<file path="src/rtl/core/ttb_pkg.sv">
// Shared types, widths and helper functions for the triangle tangent/binormal block.
// No dependencies; every other file in rtl/core imports this package.
`default_nettype none

package ttb_pkg;

   // Input and output number formats
   localparam int COORD_BITS     = 16;
   localparam int UNIT_FRAC_BITS = 14;

   // Normalization head: largest magnitude is scaled to this many significant bits
   localparam int HEAD_BITS = 30;

   // Edge differences, pre-shifted when coordinates are very wide
   localparam int PRE_SHIFT = (COORD_BITS > HEAD_BITS) ? COORD_BITS - HEAD_BITS : 0;
   localparam int DIFF_BITS = (COORD_BITS < 31) ? COORD_BITS + 1 : 32;

   // Unit results and vector components
   localparam int OUT_BITS  = UNIT_FRAC_BITS + 2;
   localparam int VEC_A     = 2 * DIFF_BITS + 1;
   localparam int VEC_B     = 2 * OUT_BITS + 1;
   localparam int VEC_BITS  = (VEC_A > VEC_B) ? VEC_A : VEC_B;
   localparam int MAG_BITS  = (VEC_BITS > HEAD_BITS) ? VEC_BITS : HEAD_BITS;

   // Shared multiplier, square root and divider widths
   localparam int MUL_BITS  = 32;
   localparam int PROD_BITS = 2 * MUL_BITS;
   localparam int SUM_BITS  = 2 * HEAD_BITS + 2;
   localparam int LEN_BITS  = HEAD_BITS + 1;
   localparam int QUO_BITS  = UNIT_FRAC_BITS + 2;
   localparam int DIV_BITS  = LEN_BITS + QUO_BITS + 1;

   // Sequencer step counts
   localparam int PROD_COUNT  = 18;
   localparam int CROSS_COUNT = 6;
   localparam int CNT_BITS    = $clog2((QUO_BITS > PROD_COUNT + 1) ? QUO_BITS : PROD_COUNT + 1);

   // Triangle queue between front and back
   localparam int QUEUE_DEPTH = 2;
   localparam int QPTR_BITS   = (QUEUE_DEPTH > 1) ? $clog2(QUEUE_DEPTH) : 1;
   localparam int QCNT_BITS   = $clog2(QUEUE_DEPTH + 1);

   // Largest legal magnitude of a unit component
   localparam int UNIT_ONE = 1 << UNIT_FRAC_BITS;

   typedef struct packed {
      logic signed [COORD_BITS-1:0] pos_x;
      logic signed [COORD_BITS-1:0] pos_y;
      logic signed [COORD_BITS-1:0] pos_z;
      logic signed [COORD_BITS-1:0] tex_u;
      logic signed [COORD_BITS-1:0] tex_v;
   } req_type;

   typedef struct packed {
      logic signed [OUT_BITS-1:0] tangent_x;
      logic signed [OUT_BITS-1:0] tangent_y;
      logic signed [OUT_BITS-1:0] tangent_z;
      logic signed [OUT_BITS-1:0] binormal_x;
      logic signed [OUT_BITS-1:0] binormal_y;
      logic signed [OUT_BITS-1:0] binormal_z;
      logic                       degenerate;
   } rsp_type;

   // One triangle worth of edge differences
   typedef struct packed {
      logic signed [DIFF_BITS-1:0] s0_x;
      logic signed [DIFF_BITS-1:0] s0_y;
      logic signed [DIFF_BITS-1:0] s0_z;
      logic signed [DIFF_BITS-1:0] s1_x;
      logic signed [DIFF_BITS-1:0] s1_y;
      logic signed [DIFF_BITS-1:0] s1_z;
      logic signed [DIFF_BITS-1:0] du0;
      logic signed [DIFF_BITS-1:0] du1;
      logic signed [DIFF_BITS-1:0] dv0;
      logic signed [DIFF_BITS-1:0] dv1;
   } tri_type;

   typedef enum logic [1:0] {
      PH_FIRST,
      PH_SECOND,
      PH_THIRD
   } phase_type;

   typedef enum logic [3:0] {
      S_IDLE,
      S_PROD,
      S_LOAD,
      S_FIT,
      S_SQ,
      S_ROOT,
      S_DINIT,
      S_DIV,
      S_CROSS,
      S_DOT,
      S_OUT
   } back_state_type;

   typedef enum logic [1:0] {
      VS_NRM,
      VS_TAN,
      VS_BIN,
      VS_CRS
   } vec_sel_type;

   // Difference a - b, magnitude shifted toward zero for wide coordinates
   function automatic logic signed [DIFF_BITS-1:0] diff_f(
      input logic signed [COORD_BITS-1:0] a,
      input logic signed [COORD_BITS-1:0] b
   );
      logic signed [COORD_BITS:0] d;
      logic [COORD_BITS:0]        m;
      logic [COORD_BITS:0]        mn;
      d  = {a[COORD_BITS-1], a} - {b[COORD_BITS-1], b};
      m  = d[COORD_BITS] ? $unsigned(-d) : $unsigned(d);
      m  = m >> PRE_SHIFT;
      mn = ~m + 1'b1;
      diff_f = d[COORD_BITS] ? DIFF_BITS'(mn) : DIFF_BITS'(m);
   endfunction

endpackage

`default_nettype wire

</file>
<file path="src/rtl/core/ttb_queue.sv">
// Short triangle queue that decouples the vertex front end from the back end.
// Depends on ttb_pkg.
`default_nettype none

module ttb_queue (
   input  logic             clock,
   input  logic             reset,
   input  logic             push_valid,
   output logic             push_ready,
   input  ttb_pkg::tri_type push_data,
   output logic             pop_valid,
   input  logic             pop_ready,
   output ttb_pkg::tri_type pop_data
);
   import ttb_pkg::*;

   tri_type               slot_ff [QUEUE_DEPTH];
   logic [QPTR_BITS-1:0]  wr_ff, wr_in;
   logic [QPTR_BITS-1:0]  rd_ff, rd_in;
   logic [QCNT_BITS-1:0]  count_ff, count_in;
   logic                  do_push;
   logic                  do_pop;

   assign push_ready = (count_ff != QCNT_BITS'(QUEUE_DEPTH));
   assign pop_valid  = (count_ff != '0);
   assign pop_data   = slot_ff[rd_ff];
   assign do_push    = push_valid && push_ready;
   assign do_pop     = pop_valid && pop_ready;

   // Advance pointers and fill count
   always_comb begin
      wr_in    = wr_ff;
      rd_in    = rd_ff;
      count_in = count_ff;
      if (do_push) begin
         wr_in = (wr_ff == QPTR_BITS'(QUEUE_DEPTH - 1)) ? '0 : wr_ff + 1'b1;
      end
      if (do_pop) begin
         rd_in = (rd_ff == QPTR_BITS'(QUEUE_DEPTH - 1)) ? '0 : rd_ff + 1'b1;
      end
      if (do_push && !do_pop) begin
         count_in = count_ff + 1'b1;
      end else if (do_pop && !do_push) begin
         count_in = count_ff - 1'b1;
      end
   end

   always_ff @(posedge clock) begin
      if (reset) begin
         wr_ff    <= '0;
         rd_ff    <= '0;
         count_ff <= '0;
      end else begin
         wr_ff    <= wr_in;
         rd_ff    <= rd_in;
         count_ff <= count_in;
      end
   end

   // Store the pushed triangle
   always_ff @(posedge clock) begin
      if (do_push) begin
         slot_ff[wr_ff] <= push_data;
      end
   end

endmodule

`default_nettype wire

</file>
<file path="config.mk">
export PLATFORM = sky130hd
export DESIGN_NAME = ttb_queue
export DESIGN_NICKNAME = d
export VERILOG_FILES = /design/src/rtl/core/ttb_pkg.sv /design/src/rtl/core/ttb_queue.sv
export SDC_FILE = /design/constraint.sdc
export NUM_CORES = 1
export LEC_CHECK = 0
export ABC_AREA = 0
export BUFFER_PORTS_ARGS = -buffer_cell sky130_fd_sc_hd__buf_4
export CELL_PAD_IN_SITES_DETAIL_PLACEMENT = 0
export CELL_PAD_IN_SITES_GLOBAL_PLACEMENT = 1
export CORE_AREA = 2 2 133 232
export CTS_CLUSTER_SIZE = 10
export DETAILED_ROUTE_END_ITERATION = 10
export DIE_AREA = 0 0 135 234
export HOLD_SLACK_MARGIN = 0.06
export PLACE_DENSITY = 0.76
export REMOVE_ABC_BUFFERS = 1
export SYNTH_ARGS = -nofsm -noshare
export SYNTH_HDL_FRONTEND = slang
export SYNTH_SLANG_ARGS = --single-unit
</file>
<file path="constraint.sdc">
create_clock -name clock -period 6.65 [get_ports clock]
set_input_delay 0 -clock clock [delete_from_list [all_inputs] [get_ports clock]]
set_output_delay 0 -clock clock [all_outputs]
set_load 0.02 [all_outputs]
</file>
### Yosys cells after proc, flatten, opt, wreduce, memory -nomap -nowiden

Memory sizes are Yosys's and may differ from the RTL's. A register that Yosys moved wholly into a read port is not among the register bits.
Index checks and enable logic that the tools add are counted.

* add/sub/neg operators: 4
* eq/ne operators: 1
* muxes and demuxes: 8
* reduce and logical (&&, ||, !) cells: 8

Operators by type and width (count)
* 1-bit two-way mux: 6
* 1-bit logical AND: 4
* 2-bit two-way mux: 2
* 2-bit nonzero test: 2
* 1-bit adder, second input constant: 2
* 2-bit by 1-bit adder with 2-bit output, second input constant: 1
* 1-bit zero test: 2
* 2-bit inequality test, second input constant: 1
* 2-bit by 1-bit subtractor with 2-bit output, second input constant: 1

* bits in registers: 4
* memory bits (writable): 340
* output and inout bits: 172
* word-level logic and storage cells: 25
* memories kept: 1

Memories
* slot_ff: depth 2, width 170, rd ports 1, clocked after Yosys merged registers in 1, write ports 1, line ttb_queue.sv:17 `tri_type slot_ff [QUEUE_DEPTH];`

### Longest topological paths before layout

* word-level depth: 6
* depth in mapped cells: 6
* gate-level depth less buffers: 6

### Worst setup path before layout

OpenSTA, ideal clock, no wires.

* kind: register to register
* start: register count_ff[0]
* end: memory slot_ff[1][0] in the netlist's numbering, enable pin
* arrival: 4.666 ns
* required time: 6.098 ns
* path slack: 1.432 ns
* stages on the path, launching flop included: 3
* period minus slack after synthesis: 5.218 ns
* cell sequence: dfxtp_1 > nand2b_1 > and3_1

* word-level cells in the longest chain between the ends: 4

RTL lines
* start: declaration: line ttb_queue.sv:20 `logic [QCNT_BITS-1:0] count_ff, count_in;`
* start signal: assignment: line ttb_queue.sv:56 `count_ff <= count_in;`
* 2-bit inequality test: line ttb_queue.sv:24 `assign push_ready = (count_ff != QCNT_BITS'(QUEUE_DEPTH));`
* named net push_ready: line ttb_queue.sv:9 `output logic push_ready,`
* 1-bit logical AND: line ttb_queue.sv:27 `assign do_push = push_valid && push_ready;`
* 1-bit two-way mux: line ttb_queue.sv:62 `if (do_push) begin`
* 1-bit two-way mux (implied by the code): line ttb_queue.sv:63 `slot_ff[wr_ff] <= push_data;`
* end: declaration: line ttb_queue.sv:17

The timed path passes the listed nets, and every way through them passes these cells.

==> impl_results.md <==
* Outcome: complete, no violations
* Syn Area/Cell at 23.3 µm²
* Worst setup EP type: primary output
* First-pass GRT wire length at 41.5 mm
* Design area at 0.0187 mm²
* Port Buffers at 345
* Vias in the first global route at 7593
* Max Clock Skew at 11.5 ps
* Final Hold Viols at 0
* ANT nets after route at 0
* Die area at 0.0316 mm²
* Drt wl/cell at 18.9 µm
* Nets@finish at 1274
* Fmax at 323 MHz
* Layout cell share with drive strength beyond 1 at 51.1%
* Critical path's most frequent cell: buf_4
* Relative slew margins at 32.1%
* RD Place Congestion at 0.750
* Tcrit/Tclk final at 46.5%
* Io pins at 346
* Setup TNS Final at 0 ps
* Largest net degree at the start of global routing at 104
* Seq/Total Area, Yosys at 80.0%
* Worst path max stage delay at 1020 ps
* Core area at 0.0298 mm²
* Yosys warning total at 0
* Critical path's slowest cell: dfxtp_4
* VDD IR max at 0.000268 V
* Fin crit period at 3090 ps
* Dpl cell area at 0.0159 mm²
* Worst Hold Class: in2reg
* Crit-path max FO at 61
* Mapped Area at 0.0129 mm²
* Final setup fails at 0
* Number of synthesized register bits at 345
* Clock insertion delay at the later pin of the skew report at 510 ps
* Via count at 7068
* Vias per inst at 4.71
* Worst-path clk slew at 60 ps
* P_leak at 0.00718 µW
* Initial Utilization at 43.2%
* Worst path required time at 6650 ps
* CTS tree: yes
* Synth cell types at 19
* CTS Buf Count at 40
* Critical Path AT at 3090 ps
* Pre-antenna DRT Iters at 4
* DRC errors left at 0
* Setup bufs post-CTS at 0
* Unrepaired setup endpoints after global routing: false
* Pwr dens at 364 mW/mm²
* Total Wirelength at 28.4 mm
* CP Launch Type: register
* Total clock sinks at 345
* Die outline width at 135 µm
* Total track usage at 17.5%
* Worst-margin pin slew at 1020 ps
* Utilization after layout at 62.6%
* H-tree levels at 2
* Initial antenna violation count at 6
* Row count at 84
* Most frequent cells in the layout: buf_4 (348), edfxtp_1 (340), dlygate4sd3_1 (174)
* CP Cell Sequence: buf_4, mux2_2, buf_4
* Fin. max-slew vios at 0
* Die Y at 234 µm
* Setup CP Type: reg2out
* Initial DRC count at 296
* Clock Path Buffers at 3
* CTS Root Cell: clkbuf_16
* Tot Pwr at 6800 µW
* Final WS setup at 3560 ps
* Post-Syn Instances at 553
* Total gr overflow at 0
* Area delta synth->final at 45.0%
* Max Cap Viol at 0
* PostCTS Resize Cnt at 0
* Most common cell after layout, fill and taps aside: buf_4
* Post-Place Worst Slack at 3720 ps
* DPL Wire Length at 18.0 mm
==> through the flow <==
step / hold slack [ps] / instances
finish: 218 / 1500
global route: 198 / 1499
CTS: 178 / 1494
detailed placement: 188 / 1270
global placement: 185 / 1270
floorplan: 69.1 / 534
==> cell usage after synthesis (all sizes together) <==
master,count,share of area (%)
a21bo,1,0.078
a21oi,2,0.078
and2,1,0.049
and3,1,0.049
buf,19,1.3
dfxtp,5,0.78
edfxtp,340,79
ha,1,0.097
inv,1,0.029
mux2,170,18
nand2b,1,0.049
nand3b,1,0.058
nor2,3,0.087
o21ai,2,0.078
or2,1,0.049
or3,1,0.049
xor2,3,0.20
==> state kept, by name, indices dropped and copies added, names as in the netlist, named ones only <==
name / count
slot_ff: 340
wr_ff: 1
rd_ff: 1
count_ff: 2
==> routing by layer <==
| layer | global-route usage, % | vias to the layer above | routed length, µm |
|---|---|---|---|
| met4 | 9.34 | 0 | 1370 |
| met3 | 4.04 | 67 | 1560 |
| met1 | 18.0 | 3457 | 9490 |
| met2 | 32.5 | 261 | 15900 |
| met5 | 0 | - | 0 |
| li1 | - | 3283 | - |
==> worst max-delay path: cells and delay by family, from the launching register on <==
family | cells | cell delay, ps
buf+inv | 2 | 1030
flops | 1 | 1020
mux | 1 | 420
==> power breakdown <==
part	total, µW	internal [µW]	switching (µW)
logic	2070	1020	1050
registers	2850	2720	125
clock network	1880	1140	748
==> kinds of logic after synthesis <==
| kind of cell | synth area share (%) |
|---|---|
| DFF | 80.0 |
| AOI/OAI and AO/OA | 0.233 |
| adders and majority gates | 0.0970 |
| xor gates and xnor gates | 0.204 |
| muxes | 17.8 |
| buffers and inverters | 1.35 |
| and+or+nand+nor | 0.388 |
==> path summary, 6_finish.rpt <==
path	cells past startpoint	end	slack, ps	startpoint
max	3	pop_data[31]	3560	register
min reg2reg	2	rd_ff	510	rd_ff
min	2	slot_ff[1][158]	220	push_data[158]
max reg2reg	4	slot_ff[0][64]	3730	count_ff[0]
==> timing repair <==
item / in CTS / in global routing
setup endpoints to repair: 0 / 0
hold buffers: 174 / 0
hold endpoints to repair: 345 / 0
==> area by class of cell <==
| class | count | area, µm² |
|---|---|---|
| Clock buffer | 49 | 1060 |
| Timing Repair Buffer | 523 | 4370 |
| Antenna cell | 6 | 15.0 |
| Sequential cell | 345 | 10300 |
| Clock inverter | 1 | 30.0 |
| Multi-Input combinational cell | 188 | 2410 |
| Fill cell | 2151 | 11200 |
| Tap cell | 387 | 484 |
| Inverter | 1 | 8.76 |
Note: power is estimated with default switching activity, not from simulation.
