<file path="config.mk">
export PLATFORM = sky130hd
export DESIGN_NAME = ttb_front
export DESIGN_NICKNAME = d
export VERILOG_FILES = /design/src/rtl/core/ttb_pkg.sv /design/src/rtl/core/ttb_front.sv
export SDC_FILE = /design/constraint.sdc
export NUM_CORES = 1
export LEC_CHECK = 0
export ABC_AREA = 1
export BUFFER_PORTS_ARGS = -buffer_cell sky130_fd_sc_hd__buf_2
export CAP_MARGIN = 25
export CORE_MARGIN = 2
export CORE_UTILIZATION = 41
export DETAILED_ROUTE_END_ITERATION = 12
export PLACE_DENSITY = 0.59
export SETUP_SLACK_MARGIN = 0.2
export SYNTH_ARGS = -nofsm -noshare
export SYNTH_HDL_FRONTEND = slang
export SYNTH_SLANG_ARGS = --single-unit
</file>
<file path="constraint.sdc">
create_clock -name clock -period 4.2 [get_ports clock]
set_clock_uncertainty 0.05 [all_clocks]
set_input_delay 0.84 -clock clock [delete_from_list [all_inputs] [get_ports clock]]
set_output_delay 0.84 -clock clock [all_outputs]
set_load 0.01 [all_outputs]
</file>
<file path="src/rtl/core/ttb_pkg.sv">
// Shared types, widths and helper functions for the triangle tangent/binormal block.
// No dependencies; every other file in rtl/core imports this package.
`default_nettype none

package ttb_pkg;

   // Input and output number formats
   localparam int COORD_BITS     = 16;
   localparam int UNIT_FRAC_BITS = 14;

   // Normalization head: largest magnitude is scaled to this many significant bits
   localparam int HEAD_BITS = 30;

   // Edge differences, pre-shifted when coordinates are very wide
   localparam int PRE_SHIFT = (COORD_BITS > HEAD_BITS) ? COORD_BITS - HEAD_BITS : 0;
   localparam int DIFF_BITS = (COORD_BITS < 31) ? COORD_BITS + 1 : 32;

   // Unit results and vector components
   localparam int OUT_BITS  = UNIT_FRAC_BITS + 2;
   localparam int VEC_A     = 2 * DIFF_BITS + 1;
   localparam int VEC_B     = 2 * OUT_BITS + 1;
   localparam int VEC_BITS  = (VEC_A > VEC_B) ? VEC_A : VEC_B;
   localparam int MAG_BITS  = (VEC_BITS > HEAD_BITS) ? VEC_BITS : HEAD_BITS;

   // Shared multiplier, square root and divider widths
   localparam int MUL_BITS  = 32;
   localparam int PROD_BITS = 2 * MUL_BITS;
   localparam int SUM_BITS  = 2 * HEAD_BITS + 2;
   localparam int LEN_BITS  = HEAD_BITS + 1;
   localparam int QUO_BITS  = UNIT_FRAC_BITS + 2;
   localparam int DIV_BITS  = LEN_BITS + QUO_BITS + 1;

   // Sequencer step counts
   localparam int PROD_COUNT  = 18;
   localparam int CROSS_COUNT = 6;
   localparam int CNT_BITS    = $clog2((QUO_BITS > PROD_COUNT + 1) ? QUO_BITS : PROD_COUNT + 1);

   // Triangle queue between front and back
   localparam int QUEUE_DEPTH = 2;
   localparam int QPTR_BITS   = (QUEUE_DEPTH > 1) ? $clog2(QUEUE_DEPTH) : 1;
   localparam int QCNT_BITS   = $clog2(QUEUE_DEPTH + 1);

   // Largest legal magnitude of a unit component
   localparam int UNIT_ONE = 1 << UNIT_FRAC_BITS;

   typedef struct packed {
      logic signed [COORD_BITS-1:0] pos_x;
      logic signed [COORD_BITS-1:0] pos_y;
      logic signed [COORD_BITS-1:0] pos_z;
      logic signed [COORD_BITS-1:0] tex_u;
      logic signed [COORD_BITS-1:0] tex_v;
   } req_type;

   typedef struct packed {
      logic signed [OUT_BITS-1:0] tangent_x;
      logic signed [OUT_BITS-1:0] tangent_y;
      logic signed [OUT_BITS-1:0] tangent_z;
      logic signed [OUT_BITS-1:0] binormal_x;
      logic signed [OUT_BITS-1:0] binormal_y;
      logic signed [OUT_BITS-1:0] binormal_z;
      logic                       degenerate;
   } rsp_type;

   // One triangle worth of edge differences
   typedef struct packed {
      logic signed [DIFF_BITS-1:0] s0_x;
      logic signed [DIFF_BITS-1:0] s0_y;
      logic signed [DIFF_BITS-1:0] s0_z;
      logic signed [DIFF_BITS-1:0] s1_x;
      logic signed [DIFF_BITS-1:0] s1_y;
      logic signed [DIFF_BITS-1:0] s1_z;
      logic signed [DIFF_BITS-1:0] du0;
      logic signed [DIFF_BITS-1:0] du1;
      logic signed [DIFF_BITS-1:0] dv0;
      logic signed [DIFF_BITS-1:0] dv1;
   } tri_type;

   typedef enum logic [1:0] {
      PH_FIRST,
      PH_SECOND,
      PH_THIRD
   } phase_type;

   typedef enum logic [3:0] {
      S_IDLE,
      S_PROD,
      S_LOAD,
      S_FIT,
      S_SQ,
      S_ROOT,
      S_DINIT,
      S_DIV,
      S_CROSS,
      S_DOT,
      S_OUT
   } back_state_type;

   typedef enum logic [1:0] {
      VS_NRM,
      VS_TAN,
      VS_BIN,
      VS_CRS
   } vec_sel_type;

   // Difference a - b, magnitude shifted toward zero for wide coordinates
   function automatic logic signed [DIFF_BITS-1:0] diff_f(
      input logic signed [COORD_BITS-1:0] a,
      input logic signed [COORD_BITS-1:0] b
   );
      logic signed [COORD_BITS:0] d;
      logic [COORD_BITS:0]        m;
      logic [COORD_BITS:0]        mn;
      d  = {a[COORD_BITS-1], a} - {b[COORD_BITS-1], b};
      m  = d[COORD_BITS] ? $unsigned(-d) : $unsigned(d);
      m  = m >> PRE_SHIFT;
      mn = ~m + 1'b1;
      diff_f = d[COORD_BITS] ? DIFF_BITS'(mn) : DIFF_BITS'(m);
   endfunction

endpackage

`default_nettype wire

</file>
<file path="src/rtl/core/ttb_front.sv">
// Vertex front end: groups three vertices into a triangle and forms its edge differences.
// Depends on ttb_pkg.
`default_nettype none

module ttb_front (
   input  logic             clock,
   input  logic             reset,
   input  logic             req_valid,
   output logic             req_ready,
   input  ttb_pkg::req_type req_data,
   output logic             push_valid,
   input  logic             push_ready,
   output ttb_pkg::tri_type push_data
);
   import ttb_pkg::*;

   phase_type phase_ff, phase_in;
   req_type   v0_ff, v0_in;
   req_type   v1_ff, v1_in;
   logic      take;

   // Phase register
   always_ff @(posedge clock) begin
      if (reset) begin
         phase_ff <= PH_FIRST;
      end else begin
         phase_ff <= phase_in;
      end
   end

   // Stored vertices, no reset
   always_ff @(posedge clock) begin
      v0_ff <= v0_in;
      v1_ff <= v1_in;
   end

   // Third vertex goes straight to the queue; edge differences are formed here
   always_comb begin
      phase_in   = phase_ff;
      v0_in      = v0_ff;
      v1_in      = v1_ff;
      push_valid = req_valid && (phase_ff == PH_THIRD);
      req_ready  = (phase_ff != PH_THIRD) || push_ready;
      take       = req_valid && req_ready;

      push_data.s0_x = diff_f(v0_ff.pos_x, v1_ff.pos_x);
      push_data.s0_y = diff_f(v0_ff.pos_y, v1_ff.pos_y);
      push_data.s0_z = diff_f(v0_ff.pos_z, v1_ff.pos_z);
      push_data.s1_x = diff_f(req_data.pos_x, v0_ff.pos_x);
      push_data.s1_y = diff_f(req_data.pos_y, v0_ff.pos_y);
      push_data.s1_z = diff_f(req_data.pos_z, v0_ff.pos_z);
      push_data.du0  = diff_f(v0_ff.tex_u, v1_ff.tex_u);
      push_data.du1  = diff_f(req_data.tex_u, v0_ff.tex_u);
      push_data.dv0  = diff_f(v0_ff.tex_v, v1_ff.tex_v);
      push_data.dv1  = diff_f(req_data.tex_v, v0_ff.tex_v);

      if (take) begin
         unique case (phase_ff)
            PH_SECOND: begin
               v1_in    = req_data;
               phase_in = PH_THIRD;
            end
            PH_THIRD: begin
               phase_in = PH_FIRST;
            end
            default: begin
               v0_in    = req_data;
               phase_in = PH_SECOND;
            end
         endcase
      end
   end

endmodule

`default_nettype wire

</file>
Yosys cells after proc, flatten, opt, wreduce, memory -nomap -nowiden
Cells that the tools add are included.

Register bits after elaboration: 162. Input port bits: 84. Word-level logic and storage cells: 82.

Bitwise logic cells: 11. Multiplexer cells: 21. Equal/unequal tests: 3. $add $sub $neg: 30. Reductions and logical operators: 6.

Operators with widths (number): two-way mux 17 bit (20); adder 17 x 1 -> 17 bit (second input constant) (10); negation 17 bit (10); inverter 17 bit (10); subtractor 16 x 16 -> 17 bit (10); case mux 2 bit (2 select lines) (1); AND reduction 2 bit (2); equality test 2 x 1 -> 1 bit (second input constant) (1); equality test 2 bit (second input constant) (1); logical AND 1 bit (2); inequality test 2 bit (second input constant) (1); OR reduction 2 bit (1); logical OR 1 bit (1); inverter 1 bit (1).

Logic depth before layout (Yosys ltp)
Gate-level depths: netlist (run 1).

Depth after elaboration: 6. Depth in mapped cells: 28. Depth with buffers taken out: 27.

Worst setup path before layout (run 1)
No wires, ideal clock.

Kind: input port to output port. Start point: input port req_data[64] (netlist name). End point: output port push_data[118] (netlist name). Stages: 24. Path slack: -0.162 ns. Arrival time: 3.472 ns. Required time: 3.310 ns. Path buffers: 1. Cells stage by stage: inv_1 -> ha_1 -> fa_1 -> inv_1 -> nand3_1 -> nand2_2 -> nand2_1 -> nand2_2 -> nand2_1 -> nand3_2 -> nand2_4 -> buf_6 -> nand2_2 -> nand2_1 -> inv_2 -> ha_1 -> nand3_1 -> nor2_1 -> nand2_1 -> nor2_2 -> nand2_1 -> nor2_1 -> a21oi_1 -> nor2_1.

RTL lines: start: declaration (RTL line ttb_front.sv:10) `input ttb_pkg::req_type req_data,`; end: declaration (RTL line ttb_front.sv:13) `output ttb_pkg::tri_type push_data`.

==> results.md, run 1 <==
- CTS tree: yes
- Post-synthesis register bit count: 162
- Critical path launch point type: flip-flop
- Worst Path Required: 3.31 ns
- Antenna-violating nets left: 0
- Pwr per Cell Area: 354.8 nW/um2
- CP dominant cell by count: nand2_4
- Clk buf depth: 2
- Die width: ~260 um
- Clk sinks: 162
- Post-Syn Area per Cell: about 5.7 um2
- Total CTS buffers: 17
- CTS clk-pin slew, worst paths: approximately 0.07 ns
- Crit share post-route: 108.0%
- WP data arrival: about 3.7 ns
- CP max stage cell: edfxtp_1
- Final setup fails: 105
- Critical path capture point type: primary output
- Final WS setup: -0.3371 ns
- Outcome: finished with violations
- F_max: roughly 220 MHz
- Synth Net Count: ~5000
- Initial DRC count: ~1300
- Main synth FF type: edfxtp_1
- Fraction of layout cells with a size suffix above 1: 35.08%
- Min cycle time layout: 4.537 ns
- Crit Path Max Fanout: 3
- Leakage: about 0.021 uW
- Count of different cell masters after synthesis: 48
- Register area share after synthesis: a little under a fifth
- Worst hold path class: flip-flop to flip-flop
- Final hold vios: 0
- Final GP Congestion: just under 0.9
- Yosys top cell by area: nand2_1
- Largest net degree at the start of global routing: 55
- Synth-to-layout area growth: 47.88%
- Gr usage total: approximately 22%
- Slew HR: 47.77%
- Fin nets: 5813
- Number of flops mapped to enable cells by yosys: 160
- # rows: a little over 90
- Critical path class: flip-flop to primary output
- Failing checks: setup timing
- Grt total ovfl: 0
- Worst-Skew Late Latency: about 0.47 ns
- Vias: 30044
- Yosys Warn Count: 0
- Input/output buffers: ~260
- Largest cells by area after synthesis: nand2_1, edfxtp_1, inv_1
- First-pass GRT wire length: 123900 um
- Pre-antenna DRT Iters: 5
- Async S/R FF share, synth: 0%
- Avg WL per Cell: 12.17 um
- IO Pins: roughly 260
- Core area: around 63000 um2
- Initial antenna violation count: 19
- Core Util, Final: around three fifths
- Depth of the CTS H-tree: 4
- Drt via density: between 4 and 5
- Instance area at placement: around 32000 um2
- Final instance area: ~39000 um2
- Max Cap Viol: 0
- Post-Syn Instances: around 4600
- Slew at the pin with the worst max-slew slack: 0.7835 ns
- Post-route DRC: 0
- Commonest non-fill, non-tap cell in the layout: nand2_1
- Final HPWL DP: between 60000 and 70000 um
- Initial core utilization: between 40% and 50%
- Worst VDD drop: ~280 uV
- Routed wire length: 77930 um
- Unrepaired setup endpoints after global routing: true
- Die Y-Extent: about 260 um
- Vias in the first global route: roughly 28000
- Synthesized cell area: 26190 um2
- Most frequent cells in the layout: nand2_1, inv_1, buf_4
- Clock root cell: clkbuf_16
- Fin. max-slew vios: 0
- CP peak stage delay: 0.40 ns
- Yosys top cell area share: between 20 and 30%
- DIE AREA: 65920 um2
==> layout make-up <==
type / instances / area (um2)
Antenna cell: 8 / 20.02
Clock buffer: 18 / 429.2
Clock inverter: 14 / 130.1
Fill cell: 5915 / 24350
Inverter: 906 / 3471
Multi-Input combinational cell: 3479 / 21470
Sequential cell: 162 / 4845
Tap cell: 846 / 1059
Timing Repair Buffer: 971 / 7307
==> power breakdown <==
group | switching (uW) | internal [uW]
Sequential | 55.7 | 1900
Clock | 687 | 820
Combinational | 5790 | 4490
==> synthesized netlist by cell type, types with 33 or more instances <==
library cell,number
xor2_1,114
a21oi_1,100
edfxtp_1,160
nand3b_1,33
nand2_1,1806
ha_1,182
nor2_2,45
nand4_1,52
nor2_1,337
nand2_2,91
nand3_1,501
inv_1,875
==> worst max-delay path: cells and delay by family, from the launching register on <==
kind | cells | cell delay (ns)
compound gates | 1 | 0.05
simple gates | 17 | 1.55
fa+ha+maj | 3 | 0.64
flops | 1 | 0.40
buf+inv | 5 | 0.54
==> registers in the layout, indices dropped and copies added, names as in the netlist <==
register / cells
phase_ff: 2
v0_ff: 80
v1_ff: 80
==> per-layer routing <==
layer	vias to the layer above	global-route usage (%)	routed length (um)
li1	16086	-	-
met3	122	3.144	2388
met1	13426	27.96	35700
met5	-	0	136
met2	386	39.15	37850
met4	24	6.153	1863
==> stage by stage <==
| stage | instances | setup WS, ns | TNS, ns | hold WS, ns | total power [uW] |
|---|---|---|---|---|---|
| finish | 6404 | -0.3371 | -14.35 | 0.4359 | 13740 |
| global route | 6401 | -0.5388 | -41.61 | 0.4694 | 14910 |
| CTS | 6297 | -0.3072 | -17.33 | 0.4354 | 12600 |
| detailed placement | 6143 | -0.3086 | -9.718 | 0.4245 | 10120 |
| global placement | 6143 | -0.2940 | -7.787 | 0.4221 | 10060 |
| floorplan | 4584 | 0.03017 | 0 | 0.4046 | 7199 |
==> final timing paths <==
check / to / start / slack (ns) / cells past startpoint
worst max-delay path: push_data[84] / v0_ff[32] / -0.34 / 26
worst min register to register: phase_ff[1] / phase_ff[1] / 0.44 / 2
worst min-delay path: phase_ff[1] / phase_ff[1] / 0.44 / 2
worst max register to register: v1_ff[38] / phase_ff[0] / 1.87 / 8
==> timing repair <==
item,4_1_cts,5_1_grt
hold endpoints to repair,0,0
endpoints found under the setup margin,153,159
pin swaps,271,303
cloned,5,4
resized for setup,418,583
setup buffers,117,96
hold buffers,0,0
==> kinds of logic (layout without fill, tap and decap cells) <==
| group | Yosys count | after routing | synth area share (%) |
|---|---|---|---|
| AND/OR/NAND/NOR | 2956 | 2957 | 48.94 |
| buffers and inverters | 944 | 1909 | 14.16 |
| adder cells (fa/ha/maj) | 192 | 192 | 9.459 |
| AO/OA/AOI/OAI | 185 | 185 | 4.089 |
| flip-flops | 162 | 162 | 18.50 |
| XOR/XNOR | 145 | 145 | 4.849 |
| other | 0 | 8 | 0 |
No activity file was read; power rests on OpenSTA's default activity.
==> run 2, diff against run 1 <==
==> constraint.sdc (replaced) <==
create_clock -name clock -period 4.2 [get_ports clock]
set_clock_uncertainty 0.05 [all_clocks]
set_input_delay 0.63 -clock clock [delete_from_list [all_inputs] [get_ports clock]]
set_output_delay 0.63 -clock clock [all_outputs]
set_load 0.01 [all_outputs]
==> results.md, run 2 (same netlist as run 1, synthesis figures left out) <==
- Leakage: just under 0.02 uW
- Worst hold path class: primary input to flip-flop
- # rows: between 90 and 100
- Clock root cell: clkbuf_16
- Commonest non-fill, non-tap cell in the layout: nand2_1
- Worst-Skew Late Latency: roughly 0.46 ns
- Vias: a little under 30000
- Reg power frac: approximately 14%
- DIE AREA: about 66000 um2
- Pre-antenna DRT Iters: 6
- Final WS setup: -0.2584 ns
- Fin. max-slew vios: 0
- Core Util, Final: about three fifths
- Placed Instances: approximately 5700
- Outcome: finished with violations
- Worst Path Required: about 3.5 ns
- Worst path bufs/invs: 10
- Routed wire length: about 79000 um
- Final hold vios: 0
- Crit Path Max Fanout: 7
- # hold bufs at CTS: 0
- Critical path capture point type: primary output
- Avg WL per Cell: 12.96 um
- Drt via density: between 4 and 5
- Die width: approximately 260 um
- Synth-to-layout area growth: 40.25%
- Core area: between 60000 and 70000 um2
- Final setup fails: 22
- Initial antenna violation count: 8
- Min cycle time layout: between 4 and 5 ns
- Initial DRC count: 1437
- Input/output buffers: ~260
- CTS clk-pin slew, worst paths: about 0.070 ns
- Clock power frac: between 10% and 20%
- Final HPWL DP: between 50000 and 60000 um
- Depth of the CTS H-tree: 4
- IO Pins: approximately 260
- Final GP Congestion: 0.8789
- Int Pwr: approximately 6900 uW
- Unrepaired setup endpoints after global routing: true
- Initial core utilization: slightly above 40%
- Failing checks: setup timing
- Slew at the pin with the worst max-slew slack: 0.8184 ns
- Total CTS buffers: 17
- Clk buf depth: 2
- Grt total ovfl: 0
- Fin nets: between 5000 and 6000
- Gr usage total: between 20 and 25%
- Gate power share: between 70% and 80%
- Crit share post-route: 106.2%
- Fraction of layout cells with a size suffix above 1: between 30% and 40%
- CP top delay family: buffers and inverters
- Largest regs: v0_ff x80, v1_ff x80, phase_ff x2
- Finished Layout Cells: roughly 6000
- Pwr per Cell Area: approximately 370 nW/um2
- Die Y-Extent: approximately 260 um
- Clk sinks: approximately 160
- WP data arrival: 3.78 ns
- Most frequent cells in the layout: nand2_1, inv_1, nand3_1
- Switching pwr: around 6600 uW
- Max Cap Viol: 0
- CP max stage cell: edfxtp_1
- Antenna-violating nets left: 0
- Total negative setup slack: -1.649 ns
- Setup WS pre-CTS: -0.01205 ns
- Largest net degree at the start of global routing: 55
- Critical path launch point type: flip-flop
- Post-route DRC: 0
- CP peak stage delay: 0.39 ns
- Vias in the first global route: between 20000 and 30000
- F_max: ~220 MHz
- CP dominant cell by count: nand2_2
- Critical path class: flip-flop to primary output
- CTS tree: yes
- Worst VDD drop: 344.8 uV
- Fillcell total: around 6200
- Slew HR: between 40% and 50%
- First-pass GRT wire length: 124600 um
- Net Sw Frac: approximately half
[run 2: cell types whose count changed in the layout (fill, tap and decap cells not counted), sizes merged]
| cell | change |
|---|---|
| clkinv | -2 |
| clkinvlp | +1 |
| diode | -1 |
| bufinv | +1 |
| bufbuf | +3 |
| nand2 | -1 |
| buf | -308 |
[run 2: path summary, 6_finish.rpt]
path | from | slack, ns | cells past startpoint | end
max | v0_ff[48] | -0.26 | 26 | push_data[95]
min | reset | 0.30 | 2 | phase_ff[1]
max reg2reg | phase_ff[0] | 1.96 | 8 | v1_ff[71]
min reg2reg | phase_ff[0] | 0.44 | 2 | phase_ff[0]
[run 2: per-layer routing]
metal | GRT usage, % | share of wire (%) | vias up
li1 | - | - | 15497
met3 | 2.244 | 2.9 | 115
met2 | 38.31 | 48 | 468
met5 | 0 | 0.0089 | -
met1 | 29.36 | 46 | 13241
met4 | 7.510 | 2.6 | 2
[run 2: power groups by stage]
stage	clock [uW]	combinational (uW)	sequential (uW)
floorplan	0	5110	1970
global placement	0	7150	1990
detailed placement	0	7170	1990
CTS	1640	8600	1950
global route	1700	10900	1960
finish	1600	9920	1950
[run 2: stage by stage]
step           area, um2  power [uW]  hold WS, ns
2_1_floorplan      26190        7085       0.4046
3_3_place_gp       29040        9133       0.4285
3_5_place_dp       29040        9157       0.4259
4_1_cts            33560       12190       0.2594
5_1_grt            36730       14580       0.2796
6_report           36730       13470       0.2978
[run 2: area by class of cell]
class	count	area (um2)	area share [%]
repair buffers	666	5263	14.33
flip-flops and latches	162	4845	13.19
diodes	7	17.52	0.04769
inverters	906	3442	9.371
well taps	846	1059	2.882
clock buffers	18	429.2	1.168
clock inverters	14	168.9	0.4598
multi-input cells	3478	21510	58.56
[run 2: what timing repair did]
action                     CTS  global route
setup endpoints to repair  131           143
buffers inserted           203            99
pin swaps                  308           368
resized for setup          554           594
gates cloned                11             4
